<file path="src/rtl/itmpe_pkg.sv">
// Shared constants, codes and control types of the inductor position error block.
package itmpe_pkg;

  localparam int SAMPLE_COUNT_DEF = 10;
  localparam int SAMPLE_BITS_DEF  = 12;

  localparam int NCH  = 3;
  localparam int CH_W = 2;
  localparam logic [CH_W-1:0] CH_LEFT   = 2'd0;
  localparam logic [CH_W-1:0] CH_MIDDLE = 2'd1;
  localparam logic [CH_W-1:0] CH_RIGHT  = 2'd2;

  localparam int CAL_W      = 12;
  localparam int GAIN_W     = 16;
  localparam int GAIN_RESET = 100;
  localparam int CFG_IDX_W  = 3;
  localparam int CFG_DATA_W = 16;

  localparam logic [CFG_IDX_W-1:0] REG_MIN_LEFT   = 3'd0;
  localparam logic [CFG_IDX_W-1:0] REG_MAX_LEFT   = 3'd1;
  localparam logic [CFG_IDX_W-1:0] REG_MIN_MIDDLE = 3'd2;
  localparam logic [CFG_IDX_W-1:0] REG_MAX_MIDDLE = 3'd3;
  localparam logic [CFG_IDX_W-1:0] REG_MIN_RIGHT  = 3'd4;
  localparam logic [CFG_IDX_W-1:0] REG_MAX_RIGHT  = 3'd5;
  localparam logic [CFG_IDX_W-1:0] REG_ERROR_GAIN = 3'd6;

  localparam int NORM_W    = 7;
  localparam int SIDE_W    = 8;
  localparam int TOTAL_W   = 9;
  localparam int ERR_W     = 16;
  localparam int PCT_FULL  = 100;
  localparam int PCT_FLOOR = 1;
  localparam int ERR_LIMIT = 25600;
  localparam int Q_FRAC    = 8;

  localparam int DIV_NUM_W      = 32;
  localparam int DIV_DEN_W      = 16;
  localparam int DIV_RADIX_BITS = 2;
  localparam int STEP_W         = $clog2(DIV_NUM_W / DIV_RADIX_BITS + 1);

  localparam int OP_W = 2;
  localparam logic [OP_W-1:0] OP_MEAN = 2'd0;
  localparam logic [OP_W-1:0] OP_NORM = 2'd1;
  localparam logic [OP_W-1:0] OP_ERR  = 2'd2;

  typedef struct packed {
    logic            busy;
    logic            div_start;
    logic [OP_W-1:0] div_op;
    logic [CH_W-1:0] ch;
    logic            mean_load;
    logic            norm_load;
    logic            err_prep;
    logic            emit;
  } ctrl_cmd_t;

  typedef struct packed {
    logic frame_done;
    logic div_done;
    logic out_free;
  } dp_status_t;

endpackage

</file>
<file path="src/rtl/itmpe_div.sv">
// Shared iterative restoring divider, two quotient bits per cycle.
module itmpe_div (
  input  logic                            clk,
  input  logic                            rst_n,
  input  logic                            start,
  input  logic [itmpe_pkg::DIV_NUM_W-1:0] dividend,
  input  logic [itmpe_pkg::DIV_DEN_W-1:0] divisor,
  input  logic [itmpe_pkg::STEP_W-1:0]    steps,
  output logic                            done,
  output logic [itmpe_pkg::DIV_NUM_W-1:0] quotient
);
  import itmpe_pkg::*;

  logic                 busy_r;
  logic                 done_r;
  logic [STEP_W-1:0]    cnt_r;
  logic [DIV_NUM_W-1:0] quo_r;
  logic [DIV_DEN_W-1:0] rem_r;
  logic [DIV_DEN_W-1:0] den_r;
  logic [DIV_NUM_W-1:0] quo_nxt;
  logic [DIV_DEN_W-1:0] rem_nxt;
  logic [DIV_DEN_W:0]   shifted;

  always_comb begin
    quo_nxt = quo_r;
    rem_nxt = rem_r;
    shifted = '0;
    for (int i = 0; i < DIV_RADIX_BITS; i++) begin
      shifted = {rem_nxt, quo_nxt[DIV_NUM_W-1]};
      quo_nxt = {quo_nxt[DIV_NUM_W-2:0], 1'b0};
      if (shifted >= {1'b0, den_r}) begin
        shifted    = shifted - {1'b0, den_r};
        quo_nxt[0] = 1'b1;
      end
      rem_nxt = shifted[DIV_DEN_W-1:0];
    end
  end

  always_ff @(posedge clk) begin
    if (!rst_n) begin
      busy_r <= 1'b0;
      done_r <= 1'b0;
      cnt_r  <= '0;
    end else begin
      done_r <= 1'b0;
      if (start) begin
        busy_r <= 1'b1;
        cnt_r  <= steps;
      end else if (busy_r) begin
        cnt_r <= cnt_r - STEP_W'(1);
        if (cnt_r == STEP_W'(1)) begin
          busy_r <= 1'b0;
          done_r <= 1'b1;
        end
      end
    end
  end

  always_ff @(posedge clk) begin
    if (start) begin
      quo_r <= dividend;
      rem_r <= '0;
      den_r <= divisor;
    end else if (busy_r) begin
      quo_r <= quo_nxt;
      rem_r <= rem_nxt;
    end
  end

  assign done     = done_r;
  assign quotient = quo_r;

endmodule

</file>
<file path="src/rtl/itmpe_dp.sv">
// Datapath: accumulators, calibration registers, shared divider and output word register.
module itmpe_dp #(
  parameter int SAMPLE_COUNT = itmpe_pkg::SAMPLE_COUNT_DEF,
  parameter int SAMPLE_BITS  = itmpe_pkg::SAMPLE_BITS_DEF
) (
  input  logic                              clk,
  input  logic                              rst_n,
  input  logic                              in_valid,
  output logic                              in_stall,
  input  logic [SAMPLE_BITS-1:0]            in_sample_left,
  input  logic [SAMPLE_BITS-1:0]            in_sample_middle,
  input  logic [SAMPLE_BITS-1:0]            in_sample_right,
  output logic                              out_valid,
  input  logic                              out_stall,
  output logic [itmpe_pkg::NORM_W-1:0]      out_norm_left,
  output logic [itmpe_pkg::NORM_W-1:0]      out_norm_middle,
  output logic [itmpe_pkg::NORM_W-1:0]      out_norm_right,
  output logic [itmpe_pkg::SIDE_W-1:0]      out_side_strength,
  output logic [itmpe_pkg::TOTAL_W-1:0]     out_total_strength,
  output logic signed [itmpe_pkg::ERR_W-1:0] out_position_error,
  input  logic                              cfg_wr_en,
  input  logic [itmpe_pkg::CFG_IDX_W-1:0]   cfg_index,
  input  logic [itmpe_pkg::CFG_DATA_W-1:0]  cfg_wdata,
  input  itmpe_pkg::ctrl_cmd_t              cmd,
  output itmpe_pkg::dp_status_t             st
);
  import itmpe_pkg::*;

  localparam int CNT_W       = $clog2(SAMPLE_COUNT);
  localparam int SUM_W       = SAMPLE_BITS + $clog2(SAMPLE_COUNT);
  localparam int MW          = (SAMPLE_BITS > CAL_W) ? SAMPLE_BITS : CAL_W;
  localparam int NORM_NUM_W  = MW + NORM_W;
  localparam int ERR_NUM_W   = GAIN_W + NORM_W;
  localparam int MEAN_STEPS  = (SUM_W + DIV_RADIX_BITS - 1) / DIV_RADIX_BITS;
  localparam int NORM_STEPS  = (NORM_NUM_W + DIV_RADIX_BITS - 1) / DIV_RADIX_BITS;
  localparam int ERR_STEPS   = (ERR_NUM_W + Q_FRAC + DIV_RADIX_BITS - 1) / DIV_RADIX_BITS;
  localparam int MEAN_SH     = DIV_NUM_W - DIV_RADIX_BITS * MEAN_STEPS;
  localparam int NORM_SH     = DIV_NUM_W - DIV_RADIX_BITS * NORM_STEPS;
  localparam int ERR_SH      = DIV_NUM_W - DIV_RADIX_BITS * ERR_STEPS + Q_FRAC;
  localparam int TRIM_DIV    = SAMPLE_COUNT - 2;

  logic [SAMPLE_BITS-1:0] samp [NCH];
  logic [CNT_W-1:0]       cnt_r;
  logic [SUM_W-1:0]       sum_r  [NCH];
  logic [SAMPLE_BITS-1:0] smin_r [NCH];
  logic [SAMPLE_BITS-1:0] smax_r [NCH];
  logic [SUM_W-1:0]       sum_nxt  [NCH];
  logic [SAMPLE_BITS-1:0] smin_nxt [NCH];
  logic [SAMPLE_BITS-1:0] smax_nxt [NCH];
  logic [SUM_W-1:0]       t_nxt  [NCH];
  logic [SUM_W-1:0]       t_r    [NCH];
  logic                   last;
  logic                   in_accept;
  logic                   frame_done;

  logic [CAL_W-1:0]       cal_lo_r [NCH];
  logic [CAL_W-1:0]       cal_hi_r [NCH];
  logic [GAIN_W-1:0]      gain_r;

  logic [SAMPLE_BITS-1:0] mean_r;
  logic [NORM_W-1:0]      norm_r [NCH];
  logic [NORM_W-1:0]      norm_val;
  logic [MW-1:0]          mean_ext;
  logic [MW-1:0]          lo_ext;
  logic [MW-1:0]          hi_ext;
  logic [NORM_NUM_W-1:0]  norm_num;

  logic [NORM_W-1:0]      diff_mag;
  logic                   neg_r;
  logic [ERR_NUM_W-1:0]   num_r;
  logic [DIV_DEN_W-1:0]   den_r;
  logic [TOTAL_W-1:0]     total_sum;
  logic [ERR_W-1:0]       err_clamp;
  logic [ERR_W-1:0]       err_mag;
  logic [ERR_W-1:0]       err_val;

  logic                   div_done;
  logic [DIV_NUM_W-1:0]   div_quo;
  logic [DIV_NUM_W-1:0]   div_dividend;
  logic [DIV_DEN_W-1:0]   div_divisor;
  logic [STEP_W-1:0]      div_steps;

  logic                   out_valid_r;
  logic [NORM_W-1:0]      out_norm_r [NCH];
  logic [SIDE_W-1:0]      out_side_r;
  logic [TOTAL_W-1:0]     out_total_r;
  logic [ERR_W-1:0]       out_err_r;

  assign samp[CH_LEFT]   = in_sample_left;
  assign samp[CH_MIDDLE] = in_sample_middle;
  assign samp[CH_RIGHT]  = in_sample_right;

  assign last       = (cnt_r == CNT_W'(SAMPLE_COUNT - 1));
  assign in_stall   = last && cmd.busy;
  assign in_accept  = in_valid && !in_stall;
  assign frame_done = in_accept && last;

  always_comb begin
    for (int c = 0; c < NCH; c++) begin
      sum_nxt[c]  = sum_r[c] + SUM_W'(samp[c]);
      smin_nxt[c] = (samp[c] < smin_r[c]) ? samp[c] : smin_r[c];
      smax_nxt[c] = (samp[c] > smax_r[c]) ? samp[c] : smax_r[c];
      t_nxt[c]    = sum_nxt[c] - SUM_W'(smin_nxt[c]) - SUM_W'(smax_nxt[c]);
    end
  end

  always_ff @(posedge clk) begin
    if (!rst_n) begin
      cnt_r <= '0;
      for (int c = 0; c < NCH; c++) begin
        sum_r[c]  <= '0;
        smin_r[c] <= '1;
        smax_r[c] <= '0;
      end
    end else if (in_accept) begin
      if (last) begin
        cnt_r <= '0;
        for (int c = 0; c < NCH; c++) begin
          sum_r[c]  <= '0;
          smin_r[c] <= '1;
          smax_r[c] <= '0;
        end
      end else begin
        cnt_r <= cnt_r + CNT_W'(1);
        for (int c = 0; c < NCH; c++) begin
          sum_r[c]  <= sum_nxt[c];
          smin_r[c] <= smin_nxt[c];
          smax_r[c] <= smax_nxt[c];
        end
      end
    end
  end

  always_ff @(posedge clk) begin
    if (frame_done) begin
      for (int c = 0; c < NCH; c++) begin
        t_r[c] <= t_nxt[c];
      end
    end
  end

  always_ff @(posedge clk) begin
    if (!rst_n) begin
      for (int c = 0; c < NCH; c++) begin
        cal_lo_r[c] <= '0;
        cal_hi_r[c] <= '1;
      end
      gain_r <= GAIN_W'(GAIN_RESET);
    end else if (cfg_wr_en) begin
      case (cfg_index)
        REG_MIN_LEFT:   cal_lo_r[CH_LEFT]   <= cfg_wdata[CAL_W-1:0];
        REG_MAX_LEFT:   cal_hi_r[CH_LEFT]   <= cfg_wdata[CAL_W-1:0];
        REG_MIN_MIDDLE: cal_lo_r[CH_MIDDLE] <= cfg_wdata[CAL_W-1:0];
        REG_MAX_MIDDLE: cal_hi_r[CH_MIDDLE] <= cfg_wdata[CAL_W-1:0];
        REG_MIN_RIGHT:  cal_lo_r[CH_RIGHT]  <= cfg_wdata[CAL_W-1:0];
        REG_MAX_RIGHT:  cal_hi_r[CH_RIGHT]  <= cfg_wdata[CAL_W-1:0];
        REG_ERROR_GAIN: gain_r              <= cfg_wdata[GAIN_W-1:0];
        default: ;
      endcase
    end
  end

  assign mean_ext = MW'(mean_r);
  assign lo_ext   = MW'(cal_lo_r[cmd.ch]);
  assign hi_ext   = MW'(cal_hi_r[cmd.ch]);
  assign norm_num = NORM_NUM_W'(mean_ext - lo_ext) * NORM_NUM_W'(PCT_FULL);

  always_comb begin
    case (cmd.div_op)
      OP_MEAN: begin
        div_dividend = DIV_NUM_W'(t_r[cmd.ch]) << MEAN_SH;
        div_divisor  = DIV_DEN_W'(TRIM_DIV);
        div_steps    = STEP_W'(MEAN_STEPS);
      end
      OP_NORM: begin
        div_dividend = DIV_NUM_W'(norm_num) << NORM_SH;
        div_divisor  = DIV_DEN_W'(hi_ext - lo_ext);
        div_steps    = STEP_W'(NORM_STEPS);
      end
      OP_ERR: begin
        div_dividend = DIV_NUM_W'(num_r) << ERR_SH;
        div_divisor  = den_r;
        div_steps    = STEP_W'(ERR_STEPS);
      end
      default: begin
        div_dividend = '0;
        div_divisor  = '0;
        div_steps    = '0;
      end
    endcase
  end

  itmpe_div u_div (
    .clk      (clk),
    .rst_n    (rst_n),
    .start    (cmd.div_start),
    .dividend (div_dividend),
    .divisor  (div_divisor),
    .steps    (div_steps),
    .done     (div_done),
    .quotient (div_quo)
  );

  always_comb begin
    if (mean_ext < lo_ext) begin
      norm_val = NORM_W'(PCT_FLOOR);
    end else if (hi_ext <= lo_ext) begin
      norm_val = NORM_W'(PCT_FULL);
    end else if (div_quo > DIV_NUM_W'(PCT_FULL)) begin
      norm_val = NORM_W'(PCT_FULL);
    end else begin
      norm_val = div_quo[NORM_W-1:0];
    end
  end

  assign diff_mag = (norm_r[CH_LEFT] < norm_r[CH_RIGHT]) ?
                    (norm_r[CH_RIGHT] - norm_r[CH_LEFT]) :
                    (norm_r[CH_LEFT] - norm_r[CH_RIGHT]);
  assign total_sum = TOTAL_W'(norm_r[CH_LEFT]) + TOTAL_W'(norm_r[CH_MIDDLE]) +
                     TOTAL_W'(norm_r[CH_RIGHT]);

  always_ff @(posedge clk) begin
    if (cmd.mean_load) begin
      mean_r <= div_quo[SAMPLE_BITS-1:0];
    end
    if (cmd.norm_load) begin
      norm_r[cmd.ch] <= norm_val;
    end
    if (cmd.err_prep) begin
      neg_r <= norm_r[CH_LEFT] < norm_r[CH_RIGHT];
      num_r <= ERR_NUM_W'(gain_r) * ERR_NUM_W'(diff_mag);
      den_r <= DIV_DEN_W'(total_sum) * DIV_DEN_W'(norm_r[CH_MIDDLE]);
    end
  end

  assign err_clamp = (div_quo > DIV_NUM_W'(ERR_LIMIT)) ? ERR_W'(ERR_LIMIT) :
                     div_quo[ERR_W-1:0];

  always_comb begin
    if (den_r == '0) begin
      err_mag = (num_r == '0) ? '0 : ERR_W'(ERR_LIMIT);
    end else begin
      err_mag = err_clamp;
    end
    err_val = neg_r ? (ERR_W'(0) - err_mag) : err_mag;
  end

  always_ff @(posedge clk) begin
    if (!rst_n) begin
      out_valid_r <= 1'b0;
    end else if (cmd.emit) begin
      out_valid_r <= 1'b1;
    end else if (!out_stall) begin
      out_valid_r <= 1'b0;
    end
  end

  always_ff @(posedge clk) begin
    if (cmd.emit) begin
      for (int c = 0; c < NCH; c++) begin
        out_norm_r[c] <= norm_r[c];
      end
      out_side_r  <= SIDE_W'(norm_r[CH_LEFT]) + SIDE_W'(norm_r[CH_RIGHT]);
      out_total_r <= total_sum;
      out_err_r   <= err_val;
    end
  end

  assign out_valid          = out_valid_r;
  assign out_norm_left      = out_norm_r[CH_LEFT];
  assign out_norm_middle    = out_norm_r[CH_MIDDLE];
  assign out_norm_right     = out_norm_r[CH_RIGHT];
  assign out_side_strength  = out_side_r;
  assign out_total_strength = out_total_r;
  assign out_position_error = out_err_r;

  assign st.frame_done = frame_done;
  assign st.div_done   = div_done;
  assign st.out_free   = !out_valid_r || !out_stall;

  a_stall_only_at_frame_end: assert property (@(posedge clk) disable iff (!rst_n)
    in_stall |-> last)
    else $error("input stalled before the last word of a frame");

  a_emit_into_free_slot: assert property (@(posedge clk) disable iff (!rst_n)
    cmd.emit |-> (!out_valid_r || !out_stall))
    else $error("result written over an untaken output word");

  a_min_not_above_max: assert property (@(posedge clk) disable iff (!rst_n)
    (cnt_r != '0) |-> (smin_r[CH_LEFT] <= smax_r[CH_LEFT]))
    else $error("running minimum above running maximum");

endmodule

</file>
<file path="src/rtl/itmpe_ctrl.sv">
// Controller that sequences the per-frame mean, normalization and error divisions.
module itmpe_ctrl (
  input  logic                  clk,
  input  logic                  rst_n,
  input  itmpe_pkg::dp_status_t st,
  output itmpe_pkg::ctrl_cmd_t  cmd
);
  import itmpe_pkg::*;

  localparam int ST_W = 4;
  localparam logic [ST_W-1:0] S_IDLE     = 4'd0;
  localparam logic [ST_W-1:0] S_MEAN     = 4'd1;
  localparam logic [ST_W-1:0] S_MEAN_W   = 4'd2;
  localparam logic [ST_W-1:0] S_NORM     = 4'd3;
  localparam logic [ST_W-1:0] S_NORM_W   = 4'd4;
  localparam logic [ST_W-1:0] S_ERR_PREP = 4'd5;
  localparam logic [ST_W-1:0] S_ERR      = 4'd6;
  localparam logic [ST_W-1:0] S_ERR_W    = 4'd7;
  localparam logic [ST_W-1:0] S_EMIT     = 4'd8;

  logic [ST_W-1:0] state_r;
  logic [ST_W-1:0] state_nxt;
  logic [CH_W-1:0] ch_r;
  logic [CH_W-1:0] ch_nxt;

  always_comb begin
    state_nxt     = state_r;
    ch_nxt        = ch_r;
    cmd           = '0;
    cmd.busy      = (state_r != S_IDLE);
    cmd.ch        = ch_r;
    cmd.div_op    = OP_MEAN;
    case (state_r)
      S_IDLE: begin
        ch_nxt = CH_LEFT;
        if (st.frame_done) begin
          state_nxt = S_MEAN;
        end
      end
      S_MEAN: begin
        cmd.div_start = 1'b1;
        cmd.div_op    = OP_MEAN;
        state_nxt     = S_MEAN_W;
      end
      S_MEAN_W: begin
        if (st.div_done) begin
          cmd.mean_load = 1'b1;
          state_nxt     = S_NORM;
        end
      end
      S_NORM: begin
        cmd.div_start = 1'b1;
        cmd.div_op    = OP_NORM;
        state_nxt     = S_NORM_W;
      end
      S_NORM_W: begin
        cmd.div_op = OP_NORM;
        if (st.div_done) begin
          cmd.norm_load = 1'b1;
          if (ch_r == CH_RIGHT) begin
            state_nxt = S_ERR_PREP;
          end else begin
            ch_nxt    = ch_r + CH_W'(1);
            state_nxt = S_MEAN;
          end
        end
      end
      S_ERR_PREP: begin
        cmd.err_prep = 1'b1;
        state_nxt    = S_ERR;
      end
      S_ERR: begin
        cmd.div_start = 1'b1;
        cmd.div_op    = OP_ERR;
        state_nxt     = S_ERR_W;
      end
      S_ERR_W: begin
        if (st.div_done) begin
          state_nxt = S_EMIT;
        end
      end
      S_EMIT: begin
        if (st.out_free) begin
          cmd.emit  = 1'b1;
          state_nxt = S_IDLE;
        end
      end
      default: begin
        state_nxt = S_IDLE;
      end
    endcase
  end

  always_ff @(posedge clk) begin
    if (!rst_n) begin
      state_r <= S_IDLE;
      ch_r    <= CH_LEFT;
    end else begin
      state_r <= state_nxt;
      ch_r    <= ch_nxt;
    end
  end

  a_frame_only_when_idle: assert property (@(posedge clk) disable iff (!rst_n)
    st.frame_done |-> (state_r == S_IDLE))
    else $error("frame completed while the previous one is still in progress");

  a_done_only_when_waiting: assert property (@(posedge clk) disable iff (!rst_n)
    st.div_done |-> (state_r == S_MEAN_W || state_r == S_NORM_W || state_r == S_ERR_W))
    else $error("divider finished outside a wait state");

endmodule

</file>
<file path="src/rtl/inductor_trimmed_mean_position_error.sv">
// Top level of the inductor trimmed-mean position error block.
// Each input word is one round of left, middle and right samples and is taken in one cycle unless the input is stalled.
// After SAMPLE_COUNT words the block drops each channel's largest and smallest sample,
// averages the rest, normalizes the means to percent against the calibration registers and
// delivers one output word with the strengths and the Q8 lateral error; other input words
// give no output. All divisions run on one shared divider that retires two quotient bits a
// cycle: a mean and a normalization division for each channel in turn, then the error
// division. The first words of the next frame are taken meanwhile; its last word is
// stalled until the previous frame's result has been written to the output register,
// which waits until that register has room.
module inductor_trimmed_mean_position_error #(
  parameter int SAMPLE_COUNT = itmpe_pkg::SAMPLE_COUNT_DEF,
  parameter int SAMPLE_BITS  = itmpe_pkg::SAMPLE_BITS_DEF
) (
  input  logic                               clk,
  input  logic                               rst_n,
  input  logic                               in_valid,
  output logic                               in_stall,
  input  logic [SAMPLE_BITS-1:0]             in_sample_left,
  input  logic [SAMPLE_BITS-1:0]             in_sample_middle,
  input  logic [SAMPLE_BITS-1:0]             in_sample_right,
  output logic                               out_valid,
  input  logic                               out_stall,
  output logic [itmpe_pkg::NORM_W-1:0]       out_norm_left,
  output logic [itmpe_pkg::NORM_W-1:0]       out_norm_middle,
  output logic [itmpe_pkg::NORM_W-1:0]       out_norm_right,
  output logic [itmpe_pkg::SIDE_W-1:0]       out_side_strength,
  output logic [itmpe_pkg::TOTAL_W-1:0]      out_total_strength,
  output logic signed [itmpe_pkg::ERR_W-1:0] out_position_error,
  input  logic                               cfg_wr_en,
  input  logic [itmpe_pkg::CFG_IDX_W-1:0]    cfg_index,
  input  logic [itmpe_pkg::CFG_DATA_W-1:0]   cfg_wdata
);
  import itmpe_pkg::*;

  ctrl_cmd_t  cmd;
  dp_status_t st;

  itmpe_ctrl u_ctrl (
    .clk   (clk),
    .rst_n (rst_n),
    .st    (st),
    .cmd   (cmd)
  );

  itmpe_dp #(
    .SAMPLE_COUNT (SAMPLE_COUNT),
    .SAMPLE_BITS  (SAMPLE_BITS)
  ) u_dp (
    .clk                (clk),
    .rst_n              (rst_n),
    .in_valid           (in_valid),
    .in_stall           (in_stall),
    .in_sample_left     (in_sample_left),
    .in_sample_middle   (in_sample_middle),
    .in_sample_right    (in_sample_right),
    .out_valid          (out_valid),
    .out_stall          (out_stall),
    .out_norm_left      (out_norm_left),
    .out_norm_middle    (out_norm_middle),
    .out_norm_right     (out_norm_right),
    .out_side_strength  (out_side_strength),
    .out_total_strength (out_total_strength),
    .out_position_error (out_position_error),
    .cfg_wr_en          (cfg_wr_en),
    .cfg_index          (cfg_index),
    .cfg_wdata          (cfg_wdata),
    .cmd                (cmd),
    .st                 (st)
  );

endmodule

</file>
<file path="config.mk">
export PLATFORM = sky130hd
export DESIGN_NAME = inductor_trimmed_mean_position_error
export DESIGN_NICKNAME = d
export VERILOG_FILES = /design/src/rtl/itmpe_pkg.sv /design/src/rtl/itmpe_div.sv /design/src/rtl/itmpe_dp.sv /design/src/rtl/itmpe_ctrl.sv /design/src/rtl/inductor_trimmed_mean_position_error.sv
export SDC_FILE = /design/constraint.sdc
export NUM_CORES = 2
export LEC_CHECK = 0
export BUFFER_PORTS_ARGS = -buffer_cell sky130_fd_sc_hd__buf_4
export CORE_UTILIZATION = 58
export CTS_BUF_LIST = sky130_fd_sc_hd__clkbuf_2 sky130_fd_sc_hd__clkbuf_4 sky130_fd_sc_hd__clkbuf_8
export DETAILED_ROUTE_END_ITERATION = 6
export PLACE_DENSITY = 0.75
export SLEW_MARGIN = 10
export SYNTH_ARGS = -nofsm -noshare
export SYNTH_HDL_FRONTEND = slang
export SYNTH_SLANG_ARGS = --single-unit
</file>
<file path="constraint.sdc">
create_clock -name clk -period 15.7 [get_ports clk]
set_clock_uncertainty 0.15 [all_clocks]
set_input_delay 0.785 -clock clk [delete_from_list [all_inputs] [get_ports clk]]
set_output_delay 0.785 -clock clk [all_outputs]
set_load 0.01 [all_outputs]
</file>
==> run_summary.xml <==
<?xml version="1.0" encoding="UTF-8"?>
<metrics>
  <group name="outcome">
    <metric name="run_status" unit="">completed</metric>
  </group>
  <group name="sta">
    <metric name="worst_slack" unit="ns">7.20</metric>
    <metric name="relSlewSlack" unit="">0.264</metric>
    <metric name="finalMaxSlewViolations" unit="">0</metric>
    <metric name="setup_viol" unit="">0</metric>
    <metric name="min_clock_period_post_route" unit="ns">8.50</metric>
    <metric name="fin_tns_setup" unit="ns">0</metric>
    <metric name="grt_setup_unrepaired" unit="">false</metric>
    <metric name="tightest_slew" unit="ns">1.10</metric>
    <metric name="final-hold-violation-count" unit="">0</metric>
    <metric name="maxClockFrequency" unit="MHz">118</metric>
    <metric name="min_period_over_period" unit="">0.541</metric>
  </group>
  <group name="clock_tree">
    <metric name="cts_sinks" unit="">467</metric>
    <metric name="cell_at_the_root_of_the_clock_tree" unit="">clkbuf_8</metric>
    <metric name="cts_buffer_depth" unit="">3</metric>
    <metric name="tritoncts_buffer_count" unit="">83</metric>
    <metric name="cts-resized-gates" unit="">0</metric>
    <metric name="clkSlewWorstSetupHoldPaths" unit="ns">0.06</metric>
    <metric name="clock_latency" unit="ns">0.70</metric>
    <metric name="cts_hold_buffers" unit="">0</metric>
    <metric name="postCtsSetupBuffers" unit="">0</metric>
    <metric name="tritoncts" unit="">yes</metric>
    <metric name="htree_num_levels" unit="">3</metric>
  </group>
  <group name="grt">
    <metric name="grt_pass1_wl" unit="um">136000</metric>
    <metric name="maximum_number_of_pins_on_one_net_before_global_route_repair" unit="">81</metric>
    <metric name="grt.total_usage" unit="">0.270</metric>
    <metric name="antenna_found_initial" unit="">2</metric>
    <metric name="grt_pass1_vias" unit="">26300</metric>
    <metric name="grt_overflow" unit="">0</metric>
  </group>
  <group name="routing">
    <metric name="drt_pass1_iterations" unit="">6</metric>
    <metric name="totalWireLength" unit="um">84100</metric>
    <metric name="drtIter0Drc" unit="">1800</metric>
    <metric name="detail_route.drc_violations" unit="">0</metric>
    <metric name="antenna_left" unit="">0</metric>
    <metric name="avgViaCountPerCell" unit="">5.80</metric>
    <metric name="detailroute.via_count" unit="">26700</metric>
    <metric name="wl_per_cell" unit="um">18.3</metric>
  </group>
  <group name="die">
    <metric name="core_area" unit="sq mm">0.0617</metric>
    <metric name="rows" unit="">91</metric>
    <metric name="die_h" unit="um">252</metric>
    <metric name="die_w" unit="um">252</metric>
    <metric name="pin_count" unit="">116</metric>
    <metric name="dieArea" unit="sq mm">0.0634</metric>
    <metric name="initial_core_util" unit="">0.587</metric>
  </group>
  <group name="synth">
    <metric name="ys_async_sr_fraction" unit="">0</metric>
    <metric name="ys_flop_type" unit="">edfxtp_1</metric>
    <metric name="adder_cell_share_of_the_synthesized_area" unit="">0.211</metric>
    <metric name="synthXorXnorAreaFrac" unit="">0.0457</metric>
    <metric name="synth_compound_gate_area_share" unit="">0.145</metric>
    <metric name="synth-edff-count" unit="">415</metric>
    <metric name="syn_area_per_cell" unit="sq um">10.1</metric>
    <metric name="netlist_area_before_placement" unit="sq mm">0.0362</metric>
    <metric name="syn_inst" unit="">3568</metric>
    <metric name="synth.ff_latch_count" unit="">467</metric>
    <metric name="ys_seq_area_frac" unit="">0.373</metric>
    <metric name="post_synthesis_simple_gate_area_fraction" unit="">0.143</metric>
    <metric name="synth_top_family_by_area" unit="">adder cells</metric>
    <metric name="yosysUniqueCellTypes" unit="">88</metric>
    <metric name="synth_nets" unit="">4142</metric>
    <metric name="synth.yosys.warnings" unit="">0</metric>
    <metric name="synth.mux.area_fraction" unit="">0.0328</metric>
  </group>
  <group name="power_and_ir_drop">
    <metric name="cellInternalPower" unit="W">0.00271</metric>
    <metric name="ir_worst_vdd" unit="mV">0.0700</metric>
    <metric name="netSwitchingFraction" unit="">0.336</metric>
    <metric name="switchingPower" unit="W">0.00137</metric>
    <metric name="seqPwrFrac" unit="">0.364</metric>
    <metric name="power.static_leakage" unit="nW">16.8</metric>
    <metric name="clock_network_fraction_of_design_power" unit="">0.287</metric>
    <metric name="power.density" unit="mW/mm^2">103</metric>
    <metric name="power_frac_comb" unit="">0.349</metric>
  </group>
  <group name="setup_path">
    <metric name="critical_path_startpoint_category" unit="">register</metric>
    <metric name="crit_arrival" unit="ns">8.79</metric>
    <metric name="worstSetupPathType" unit="">reg2reg</metric>
    <metric name="endpoint_kind" unit="">register</metric>
    <metric name="worstPathMaxFanout" unit="">38</metric>
    <metric name="worst_r2r_path_depth" unit="">24</metric>
    <metric name="cp.required" unit="ns">15.99</metric>
  </group>
  <group name="min_path">
    <metric name="hp-class" unit="">in2reg</metric>
    <metric name="holdPathStages" unit="">3</metric>
  </group>
  <group name="run">
    <metric name="number_of_violations_of_the_max_capacitance_limit" unit="">0</metric>
  </group>
  <group name="final_layout">
    <metric name="drive_above_1_share" unit="">0.0961</metric>
    <metric name="most-common-layout-cells" unit="">edfxtp_1, ha_1, inv_1</metric>
    <metric name="layout.cells.most_common" unit="">edfxtp_1</metric>
    <metric name="design.final.nets" unit="">4263</metric>
    <metric name="area.growth.synth_to_final" unit="%">9.49</metric>
  </group>
  <group name="placed_design">
    <metric name="routability_congestion_estimate" unit="">0.913</metric>
    <metric name="preCtsSetupSlack" unit="ns">7.28</metric>
    <metric name="numPortBuffers" unit="">115</metric>
    <metric name="place.detailed.hpwl" unit="um">63500</metric>
  </group>
</metrics>
==> path summary, 6_finish.rpt <==
kind,from,endpoint,slack (ns)
worst min register to register,u_dp.u_div.cnt_r[4],u_dp.u_div.cnt_r[4],0.32
worst max-delay path,u_dp.norm_r[2][5],u_dp.num_r[19],7.20
worst min-delay path,cfg_wdata[14],u_dp.gain_r[14],0.22
worst max register to register,u_dp.norm_r[2][5],u_dp.num_r[19],7.20
==> stage by stage <==
step	util	hold WS [ns]	instance area [sq um]	total power (W)	instances
final	0.642	0.217	39600	0.00408	4599
after global placement	0.615	0.306	37900	0.00290	4441
after global routing	0.642	0.201	39600	0.00433	4599
after detailed placement	0.615	0.299	37900	0.00292	4441
after floorplan	-	0.274	36200	0.00260	3568
after CTS	0.642	0.183	39600	0.00410	4594
==> final cells by class <==
class / count / area (sq um)
clock inverters: 45 / 339
repair buffers: 148 / 1110
diodes: 5 / 12.5
well taps: 837 / 1050
flip-flops and latches: 467 / 13500
fillers: 4938 / 22100
clock buffers: 108 / 1340
inverters: 348 / 1310
multi-input cells: 2641 / 21000
==> power by group through the flow <==
stage / combinational (W) / clock [W] / sequential, W
global placement: 0.00139 / 0 / 0.00151
floorplan: 0.00110 / 0 / 0.00150
CTS: 0.00142 / 0.00120 / 0.00148
global route: 0.00160 / 0.00124 / 0.00149
finish: 0.00142 / 0.00117 / 0.00148
detailed placement: 0.00141 / 0 / 0.00151
==> cell usage after synthesis (5+ instances only) <==
library cell	instances	share of area
a211o_1	15	0.0036
xnor2_1	129	0.031
a22o_1	8	0.0019
mux2i_1	96	0.027
o31ai_1	15	0.0031
o21bai_1	31	0.0064
a21oi_2	5	0.0012
edfxtp_1	415	0.34
a21oi_1	201	0.028
o22ai_1	5	0.00086
xor2_1	60	0.015
nand3b_1	7	0.0015
o41ai_1	7	0.0017
o211ai_1	90	0.019
a211oi_1	31	0.0064
o31a_1	7	0.0017
nor2_1	202	0.021
nand2_1	253	0.026
or2_2	27	0.0047
mux2_2	20	0.0062
nor2b_1	41	0.0071
buf_1	11	0.0011
nand2b_1	44	0.0076
a21boi_0	52	0.011
and2_1	175	0.030
dfxtp_1	52	0.029
nor4_1	23	0.0040
or3_1	23	0.0040
ha_1	351	0.12
and3_1	29	0.0050
clkbuf_1	90	0.0093
a21o_1	62	0.013
a2111oi_0	5	0.0012
inv_1	348	0.036
a221oi_1	7	0.0017
nand3_1	70	0.0097
a31oi_1	19	0.0033
o21ai_0	150	0.021
nor3b_1	14	0.0029
fa_1	163	0.090
a22oi_1	7	0.0015
o21a_1	34	0.0071
nor3_1	73	0.010
nand4_1	23	0.0040
==> flip-flops by register name, summed over array words and instances, names as in the netlist, 12 cells and up, named ones only <==
signal                   count
u_dp.gain_r                 16
u_dp.mean_ext               12
u_dp.cal_lo_r               36
u_dp.cal_hi_r               36
u_dp.out_position_error     16
u_dp.den_r                  16
u_dp.t_r                    48
u_dp.num_r                  23
u_dp.u_div.rem_r            16
u_dp.smax_r                 36
u_dp.u_div.quotient         32
u_dp.smin_r                 36
u_dp.norm_r                 21
u_dp.sum_r                  48
u_dp.out_norm_r             21
u_dp.u_div.den_r            16
==> logic make-up after synthesis <==
kind of cell               count (synthesis)
buffers and inverters                    460
adders and majority gates                514
muxes                                    116
AOI/OAI and AO/OA                        798
xor gates and xnor gates                 189
and+or+nand+nor                         1024
DFF                                      467
==> worst max-delay path, cell delays in order, from the launching register on <==
cell      delay, ns
edfxtp_1       0.44
inv_1          0.07
ha_1           0.92
or2_2          0.24
a21oi_1        0.08
a21oi_2        0.40
mux2_2         0.41
a21oi_2        0.82
mux2_2         0.44
fa_1           0.49
fa_1           0.55
inv_1          0.05
fa_1           0.53
inv_1          0.06
fa_1           0.53
inv_1          0.04
ha_1           0.34
o21a_1         0.19
nor2_1         0.12
a211oi_1       0.09
o31ai_1        0.52
o21ai_0        0.29
a21o_1         0.23
a21oi_1        0.17
xnor2_1        0.08
==> per-layer routing <==
metal	track usage	vias up	routed length [um]
met3	0.0384	134	3670
met5	0	-	11
met1	0.340	13000	35500
li1	-	13000	-
met4	0.0842	2	2500
met2	0.479	618	42400
Power figures use the tool's default switching activity.
